`config.mk`:
```
export PLATFORM = sky130hd
export DESIGN_NAME = ordered_value_list_engine
export DESIGN_NICKNAME = d
export VERILOG_FILES = /design/src/hw/rtl/ovle_pkg.sv /design/src/hw/rtl/ovle_cell.sv /design/src/hw/rtl/ovle_ctrl.sv /design/src/hw/rtl/ordered_value_list_engine.sv
export SDC_FILE = /design/constraint.sdc
export NUM_CORES = 1
export LEC_CHECK = 0
export ABC_AREA = 1
export ABC_CLOCK_PERIOD_IN_PS = 6600
export BUFFER_PORTS_ARGS = -buffer_cell sky130_fd_sc_hd__buf_2
export CELL_PAD_IN_SITES_DETAIL_PLACEMENT = 0
export CELL_PAD_IN_SITES_GLOBAL_PLACEMENT = 1
export CORE_UTILIZATION = 47
export DETAILED_ROUTE_END_ITERATION = 7
export PLACE_DENSITY = 0.83
export SLEW_MARGIN = 15
export SYNTH_ARGS = -nofsm -noshare
export SYNTH_HDL_FRONTEND = slang
export SYNTH_HIERARCHICAL = 1
export SYNTH_SLANG_ARGS = --single-unit
```
`constraint.sdc`:
```
create_clock -name clk -period 6.6 [get_ports clk]
set_input_delay 1.98 -clock clk [delete_from_list [all_inputs] [get_ports clk]]
set_output_delay 1.98 -clock clk [all_outputs]
set_load 0.02 [all_outputs]
```
`src/hw/rtl/ovle_pkg.sv`:
```
package ovle_pkg;

	localparam int DATA_W         = 32;
	localparam int COUNT_OUT_W    = 5;
	localparam int LIST_DEPTH_DEF = 16;

	typedef enum logic [3:0] {
		OP_PUSH_FRONT    = 4'd0,
		OP_PUSH_BACK     = 4'd1,
		OP_POP_FRONT     = 4'd2,
		OP_POP_BACK      = 4'd3,
		OP_INSERT_AFTER  = 4'd4,
		OP_INSERT_BEFORE = 4'd5,
		OP_REMOVE_AFTER  = 4'd6,
		OP_REMOVE_BEFORE = 4'd7,
		OP_REMOVE_MATCH  = 4'd8,
		OP_CONTAINS      = 4'd9,
		OP_CLEAR         = 4'd10
	} op_t;

	typedef enum logic [1:0] {
		ST_DONE      = 2'd0,
		ST_NOT_FOUND = 2'd1,
		ST_FULL      = 2'd2
	} status_t;

	typedef enum logic [1:0] {
		S_IDLE,
		S_MATCH,
		S_APPLY
	} state_t;

	// broadcast to every cell
	typedef struct packed {
		logic cmp;   // register key compare
		logic ins;   // open a slot at the insert point
		logic rem;   // close the slot at the remove point
	} cell_ctl_t;

endpackage

```
`src/hw/rtl/ovle_cell.sv`:
```
module ovle_cell
	import ovle_pkg::*;
(
	input  logic              clk,
	input  cell_ctl_t         ctl,
	input  logic              ge,
	input  logic              eq,
	input  logic [DATA_W-1:0] key,
	input  logic [DATA_W-1:0] value,
	input  logic [DATA_W-1:0] left_data,
	input  logic [DATA_W-1:0] right_data,
	output logic [DATA_W-1:0] data,
	output logic              match
);

	logic [DATA_W-1:0] data_q;
	logic              match_q;

	always_ff @(posedge clk) begin
		if (ctl.cmp) begin
			match_q <= (data_q == key);
		end
		if (ctl.ins && eq) begin
			data_q <= value;
		end else if (ctl.ins && ge) begin
			data_q <= left_data;
		end else if (ctl.rem && ge) begin
			data_q <= right_data;
		end
	end

	assign data  = data_q;
	assign match = match_q;

endmodule

```
`src/hw/rtl/ovle_ctrl.sv`:
```
module ovle_ctrl
	import ovle_pkg::*;
#(
	parameter int LIST_DEPTH = LIST_DEPTH_DEF
) (
	input  logic                   clk,
	input  logic                   arst_n,
	input  logic                   in_valid,
	output logic                   in_stall,
	input  logic [3:0]             operation,
	input  logic [DATA_W-1:0]      key,
	input  logic [DATA_W-1:0]      value,
	output logic                   out_valid,
	input  logic                   out_stall,
	output logic [1:0]             status,
	output logic [COUNT_OUT_W-1:0] entry_count,
	input  logic [LIST_DEPTH-1:0]  match,
	output cell_ctl_t              ctl,
	output logic [LIST_DEPTH-1:0]  ge,
	output logic [LIST_DEPTH-1:0]  eq,
	output logic [DATA_W-1:0]      key_q,
	output logic [DATA_W-1:0]      value_q
);

	localparam int CNT_W = $clog2(LIST_DEPTH + 1);

	state_t                 state_q, state_nxt;
	op_t                    op_q;
	logic [CNT_W-1:0]       count_q, count_nxt;
	logic                   out_valid_q;
	status_t                status_q, status_nxt;
	logic [COUNT_OUT_W-1:0] entry_count_q;

	logic                  apply_go, accept;
	logic [LIST_DEPTH-1:0] occ, hit, pre;
	logic                  found, empty, full;
	logic                  do_ins, do_rem, do_clr;

	// occupied cells and first-match prefix
	for (genvar i = 0; i < LIST_DEPTH; i++) begin : g_pos
		assign occ[i] = (CNT_W'(i) < count_q);
		assign pre[i] = |hit[i:0];
	end

	assign hit   = match & occ;
	assign found = pre[LIST_DEPTH-1];
	assign empty = (count_q == '0);
	assign full  = (count_q == CNT_W'(LIST_DEPTH));

	assign apply_go = (state_q == S_APPLY) && (!out_valid_q || !out_stall);
	assign accept   = in_valid && !in_stall;

	// next state
	always_comb begin
		state_nxt = state_q;
		unique case (state_q)
			S_IDLE: begin
				if (in_valid) state_nxt = S_MATCH;
			end
			S_MATCH: begin
				state_nxt = S_APPLY;
			end
			S_APPLY: begin
				if (apply_go) state_nxt = in_valid ? S_MATCH : S_IDLE;
			end
			default: state_nxt = S_IDLE;
		endcase
	end

	// outputs and command decode
	always_comb begin
		in_stall   = !((state_q == S_IDLE) || apply_go);
		ge         = '0;
		do_ins     = 1'b0;
		do_rem     = 1'b0;
		do_clr     = 1'b0;
		status_nxt = ST_NOT_FOUND;
		unique case (op_q)
			OP_PUSH_FRONT, OP_PUSH_BACK: begin
				ge = (op_q == OP_PUSH_FRONT) ? '1 : ~occ;
				if (full) begin
					status_nxt = ST_FULL;
				end else begin
					do_ins     = 1'b1;
					status_nxt = ST_DONE;
				end
			end
			OP_POP_FRONT, OP_POP_BACK: begin
				ge = (op_q == OP_POP_FRONT) ? '1 : ~{1'b0, occ[LIST_DEPTH-1:1]};
				if (!empty) begin
					do_rem     = 1'b1;
					status_nxt = ST_DONE;
				end
			end
			OP_INSERT_AFTER, OP_INSERT_BEFORE: begin
				if (empty) begin
					ge = '1;
				end else if (op_q == OP_INSERT_AFTER) begin
					ge = {pre[LIST_DEPTH-2:0], 1'b0};
				end else begin
					ge = pre;
				end
				if (full) begin
					status_nxt = ST_FULL;
				end else if (empty || found) begin
					do_ins     = 1'b1;
					status_nxt = ST_DONE;
				end
			end
			OP_REMOVE_AFTER: begin
				ge = {pre[LIST_DEPTH-2:0], 1'b0};
				if (|(ge & occ)) begin
					do_rem     = 1'b1;
					status_nxt = ST_DONE;
				end
			end
			OP_REMOVE_BEFORE: begin
				ge = {found, pre[LIST_DEPTH-1:1]};
				if (found && !hit[0]) begin
					do_rem     = 1'b1;
					status_nxt = ST_DONE;
				end
			end
			OP_REMOVE_MATCH: begin
				ge = pre;
				if (found) begin
					do_rem     = 1'b1;
					status_nxt = ST_DONE;
				end
			end
			OP_CONTAINS: begin
				if (found) status_nxt = ST_DONE;
			end
			OP_CLEAR: begin
				do_clr     = 1'b1;
				status_nxt = ST_DONE;
			end
			default: ;
		endcase
		eq      = ge & ~{ge[LIST_DEPTH-2:0], 1'b0};
		ctl.cmp = (state_q == S_MATCH);
		ctl.ins = apply_go && do_ins;
		ctl.rem = apply_go && do_rem;
	end

	always_comb begin
		count_nxt = count_q;
		if (do_clr) begin
			count_nxt = '0;
		end else if (do_ins) begin
			count_nxt = count_q + CNT_W'(1);
		end else if (do_rem) begin
			count_nxt = count_q - CNT_W'(1);
		end
	end

	always_ff @(posedge clk or negedge arst_n) begin
		if (!arst_n) begin
			state_q     <= S_IDLE;
			count_q     <= '0;
			out_valid_q <= 1'b0;
		end else begin
			state_q <= state_nxt;
			if (apply_go) begin
				count_q     <= count_nxt;
				out_valid_q <= 1'b1;
			end else if (!out_stall) begin
				out_valid_q <= 1'b0;
			end
		end
	end

	// request and result payload
	always_ff @(posedge clk) begin
		if (accept) begin
			op_q    <= op_t'(operation);
			key_q   <= key;
			value_q <= value;
		end
		if (apply_go) begin
			status_q      <= status_nxt;
			entry_count_q <= COUNT_OUT_W'(count_nxt);
		end
	end

	assign out_valid   = out_valid_q;
	assign status      = status_q;
	assign entry_count = entry_count_q;

endmodule

```
`src/hw/rtl/ordered_value_list_engine.sv`:
```
// Ordered list of up to LIST_DEPTH signed 32-bit values, front at cell 0, one
// command per request. Each cell stores one entry and compares it with the key;
// inserts shift entries one cell toward the back, removes one cell toward the
// front, all cells at once. A request passes through a compare state, which
// registers the key compare in every cell, and an apply state, which finds the
// first match, updates the cells and loads the result register. A new request
// is taken in the cycle its predecessor's result is loaded, and not before, so
// requests do not overlap; a stalled result holds the block only while the
// result register is still full. Entry contents are not reset; only the count is.
module ordered_value_list_engine
	import ovle_pkg::*;
#(
	parameter int LIST_DEPTH = LIST_DEPTH_DEF
) (
	input  logic                   clk,
	input  logic                   arst_n,
	input  logic                   in_valid,
	output logic                   in_stall,
	input  logic [3:0]             operation,
	input  logic signed [DATA_W-1:0] key,
	input  logic signed [DATA_W-1:0] value,
	output logic                   out_valid,
	input  logic                   out_stall,
	output logic [1:0]             status,
	output logic [COUNT_OUT_W-1:0] entry_count
);

	cell_ctl_t             ctl;
	logic [LIST_DEPTH-1:0] ge, eq, match;
	logic [DATA_W-1:0]     key_q, value_q;
	logic [DATA_W-1:0]     cell_data [LIST_DEPTH];

	ovle_ctrl #(
		.LIST_DEPTH(LIST_DEPTH)
	) u_ctrl (
		.clk        (clk),
		.arst_n     (arst_n),
		.in_valid   (in_valid),
		.in_stall   (in_stall),
		.operation  (operation),
		.key        (key),
		.value      (value),
		.out_valid  (out_valid),
		.out_stall  (out_stall),
		.status     (status),
		.entry_count(entry_count),
		.match      (match),
		.ctl        (ctl),
		.ge         (ge),
		.eq         (eq),
		.key_q      (key_q),
		.value_q    (value_q)
	);

	for (genvar i = 0; i < LIST_DEPTH; i++) begin : g_cell
		logic [DATA_W-1:0] left_d, right_d;
		if (i == 0) begin : g_first
			assign left_d = value_q;
		end else begin : g_mid_l
			assign left_d = cell_data[i-1];
		end
		if (i == LIST_DEPTH - 1) begin : g_last
			assign right_d = cell_data[i];
		end else begin : g_mid_r
			assign right_d = cell_data[i+1];
		end
		ovle_cell u_cell (
			.clk       (clk),
			.ctl       (ctl),
			.ge        (ge[i]),
			.eq        (eq[i]),
			.key       (key_q),
			.value     (value_q),
			.left_data (left_d),
			.right_data(right_d),
			.data      (cell_data[i]),
			.match     (match[i])
		);
	end

endmodule

```
==> summary by stage <==
Synth
By area the synthesized netlist is led by sky130_fd_sc_hd__edfxtp_1 (43%), sky130_fd_sc_hd__nand2_1 (21%), sky130_fd_sc_hd__nor2_1 (11%). Counting instances in the post-synthesis netlist gives the leading cell types as sky130_fd_sc_hd__nand2_1 (2362), sky130_fd_sc_hd__nor2_1 (1263), sky130_fd_sc_hd__inv_1 (817). Among all flip-flop cells after synthesis, the most frequent one is sky130_fd_sc_hd__edfxtp_1. Yosys mapped a number of flops with a built-in enable equal to about 600.

The total nets after synthesis is 6126. The mean cell area of the mapped netlist is between 6 and 7 µm². Among all cell types in the netlist, the one instantiated most often is sky130_fd_sc_hd__nand2_1.

Of all flip-flops after synthesis, the portion carrying an async set or reset was 1.31%. The portion of synthesized cell area occupied by the leading cell type is 43.3%. The yosys synthesis warning count is 6. Summing every instance area after synthesis gives 41800 µm². For this run, the register share of the synthesized area comes to between 40% and 50%.

The cell type with the highest aggregate area in the netlist is sky130_fd_sc_hd__edfxtp_1. The count of state elements after synthesis is approximately 610. The post-synthesis instance total is 6050.

The synthesized netlist contains 48 unique library cells.

Pwr
The worst-case IR drop observed on VDD is 510 µV. The internal power of the cells totals 9.20 mW. In this run the power density over the cells is 335 nW/µm². The share of total power in the clock network is 28.3%. The analysis attributes to net switching a power of 5.90 mW. In this run the static leakage power is 22.1 nW. In this run, flip-flops and latches consume between 40 and 50% of the power. The combinational share of power is 30.6%. Of the total power, the share spent switching nets is 39.1%.

Drt
The routed layout has 38100 vias. The via-per-instance ratio is 5.23. The DRC violation total after the first TritonRoute iteration is 3566. For this run, the detailed router's first-pass iteration total came to 6. After detailed routing, the number of remaining DRC violations is 0. The total detailed-routing wirelength is 130000 µm. The average wire per cell in the routed design is 17.9 µm. The count of antenna-violating nets left after detailed routing is 0.

Finish
The growth of design area from synthesis to finish is 7.76%. In the final layout, the share of cells above drive strength 1 is roughly 6%. The total number of nets in the final design is 6139. The post-route core utilization is slightly above 50%. For this run, the number of standard cells in the final layout without fillers is 7289.

The repair_antennas step left the layout with diodes totalling 0.

Floorplanning
The floorplan die area is 90200 µm². 81 I/O pins were placed. The starting density of the core is 47.4%.

The site row count is 109. From bottom edge to top edge, the die measures 300 µm. The die width is around 300 µm. The placeable core area is between 80000 and 90000 µm².

CTS
The clock drives roughly 610 sinks. The number of H-tree levels is 3. The tree is rooted in a sky130_fd_sc_hd__clkbuf_16. The clock tree from TritonCTS is built. The longest clock path from root to sink contains 3 buffers. The insertion delay to the later sink of the worst-skew pair is ~0.65 ns.

The CTS buffer count is 75. After clock tree synthesis, the clock-pin slew on the worst setup and hold paths is 0.06 ns. The buffers inserted during post-CTS setup optimization is 0. The number of hold buffers added after CTS was 0.

The post-CTS resize count is 0.

STA
Setup repair after global routing left no endpoint under its margin. The highest clock frequency the design can meet is ~190 MHz. The actual transition at the worst max-transition pin is between 1 and 1.5 ns.

The final setup TNS is 0 ns. Final hold analysis gives a worst-case slack of 0.542 ns. Between clock sinks in the finished design, the worst skew comes to ~0.029 ns. The total count of max-transition violations in the final report is 0. The fraction of the cycle the final worst path needs is 78.9%. The number of hold violations in the final report is 0.

Setup violations remaining at the end of the flow were counted as 0. The worst path needs about 5.2 ns of the cycle, external delays included. The max-slew headroom at the worst pin is between 10% and 20%.

Global routing
The total global-route track usage is between 20 and 30%. The number of global-route vias before repair is ~36000. Entering global routing, the biggest net connects 69 pins. The number of antenna violations at the first check in global routing came to 2.

The wire length of the first global-routing pass is 204000 µm. Global routing finished with a remaining overflow of 0.

Hold path
The min-delay analysis places its worst path in the category flip-flop to flip-flop.

Outcome
The run finished with clean final reports.

Worst setup path
The worst setup slack for register-to-register paths is 1.57 ns. The kind of launch point of the worst setup path is a primary input. The worst path required time is 4.62 ns.

STA classifies the critical path endpoint as a primary output. The maximum net fanout on the critical path is 14. For the worst setup path, the data arrival time is approximately 3.2 ns.

The category of the most critical setup path is primary input to primary output.

Placed design
Summed over all nets, the half-perimeter wirelength after detailed placement is 92800 µm. In this run, placement finished with an instance count of between 7000 and 8000. Port buffering added 80 buffers.

The final weighted congestion in routability-driven placement is between 0.9 and 1.

Run
The tool flagged a number of max-cap violations equal to 0.
## critical path, cell delays in order
cell and delay [ns]:
sky130_fd_sc_hd__buf_2 0.10, sky130_fd_sc_hd__nand2_1 0.07, sky130_fd_sc_hd__nand2_1 0.28, sky130_fd_sc_hd__clkinv_1 0.42, sky130_fd_sc_hd__nor2_1 0.20, sky130_fd_sc_hd__buf_2 0.18
## sequential cells by signal, summed over array words and instances, names as in the netlist
signal / flops
g_cell.u_cell/match: 16
u_ctrl/value_q: 32
u_ctrl/entry_count: 5
g_cell.u_cell/data: 512
u_ctrl/state_q: 2
u_ctrl/count_q: 5
u_ctrl/status: 2
u_ctrl/op_q: 4
u_ctrl/key_q: 32
u_ctrl/out_valid: 1
## final cells by class
class / count / area (µm²)
clock inverter: 49 / 500
multi-input combinational: 4377 / 18700
inverter: 844 / 3170
clock buffer: 89 / 1970
fill: 8801 / 43200
sequential: 611 / 18300
timing repair buffer: 154 / 963
tap: 1165 / 1460
## metal layers
layer / GRT usage (%) / up-vias / part of all wire (%)
li1: - / 19100 / -
met1: 38.8 / 17600 / 44
met2: 49.0 / 1199 / 48
met3: 3.45 / 197 / 6.2
met4: 7.12 / 0 / 2.0
met5: 0 / - / 0
## logic make-up (layout without fill, tap and decap cells)
family | after synthesis | in the layout | synth area share (%)
adder cells (fa/ha/maj) | 4 | 4 | 0.120
XOR/XNOR | 53 | 53 | 1.11
AND/OR/NAND/NOR | 3728 | 3728 | 34.3
AO/OA/AOI/OAI | 592 | 592 | 8.91
buffers and inverters | 1062 | 1136 | 11.8
flip-flops | 611 | 611 | 43.8
## power groups by stage
stage	logic (mW)	registers (mW)	clock network, mW
detailed placement	4.58	6.29	0
CTS	4.59	6.22	4.35
floorplan	3.26	6.08	0
global route	5.25	6.30	4.49
finish	4.63	6.20	4.28
global placement	4.49	6.29	0
## cells in the final DEF (no fill, tap or decap), drive strengths merged, types with 6 or more instances in the layout
cell type and instances:
inv 846, nand3 39, buf 154, dfrtp 8, a21oi 15, o221ai 6
clkbuf 89, o211ai 6, nand2 2393, a221oi 6, edfxtp 603, nor3 6
nor2 1273, o21ai 27, a31oi 514, bufinv 9, xor2 51, clkinv 34
nand4 9
## final timing paths
| path | startpoint | endpoint | cells past startpoint |
|---|---|---|---|
| worst max-delay path | out_stall | in_stall | 6 |
| worst min-delay path | u_ctrl/out_valid | u_ctrl/out_valid | 2 |
| worst max register to register | u_ctrl/count_q[4] | g_cell[2].u_cell/data[30] | 16 |
| worst min register to register | u_ctrl/out_valid | u_ctrl/out_valid | 2 |
| max in group asynchronous | arst_n | u_ctrl/state_q[1] | 1 |
| min in group asynchronous | arst_n | u_ctrl/count_q[1] | 1 |
## per-stage QoR
step | setup slack [ns] | power (mW) | area (µm²)
5_1_grt | 1.22 | 16.0 | 45100
2_1_floorplan | 1.23 | 9.34 | 41800
4_1_cts | 1.36 | 15.2 | 45000
3_3_place_gp | 1.40 | 10.8 | 42600
3_5_place_dp | 1.36 | 10.9 | 42600
6_report | 1.39 | 15.1 | 45100
No activity file was read; power rests on OpenSTA's default activity.
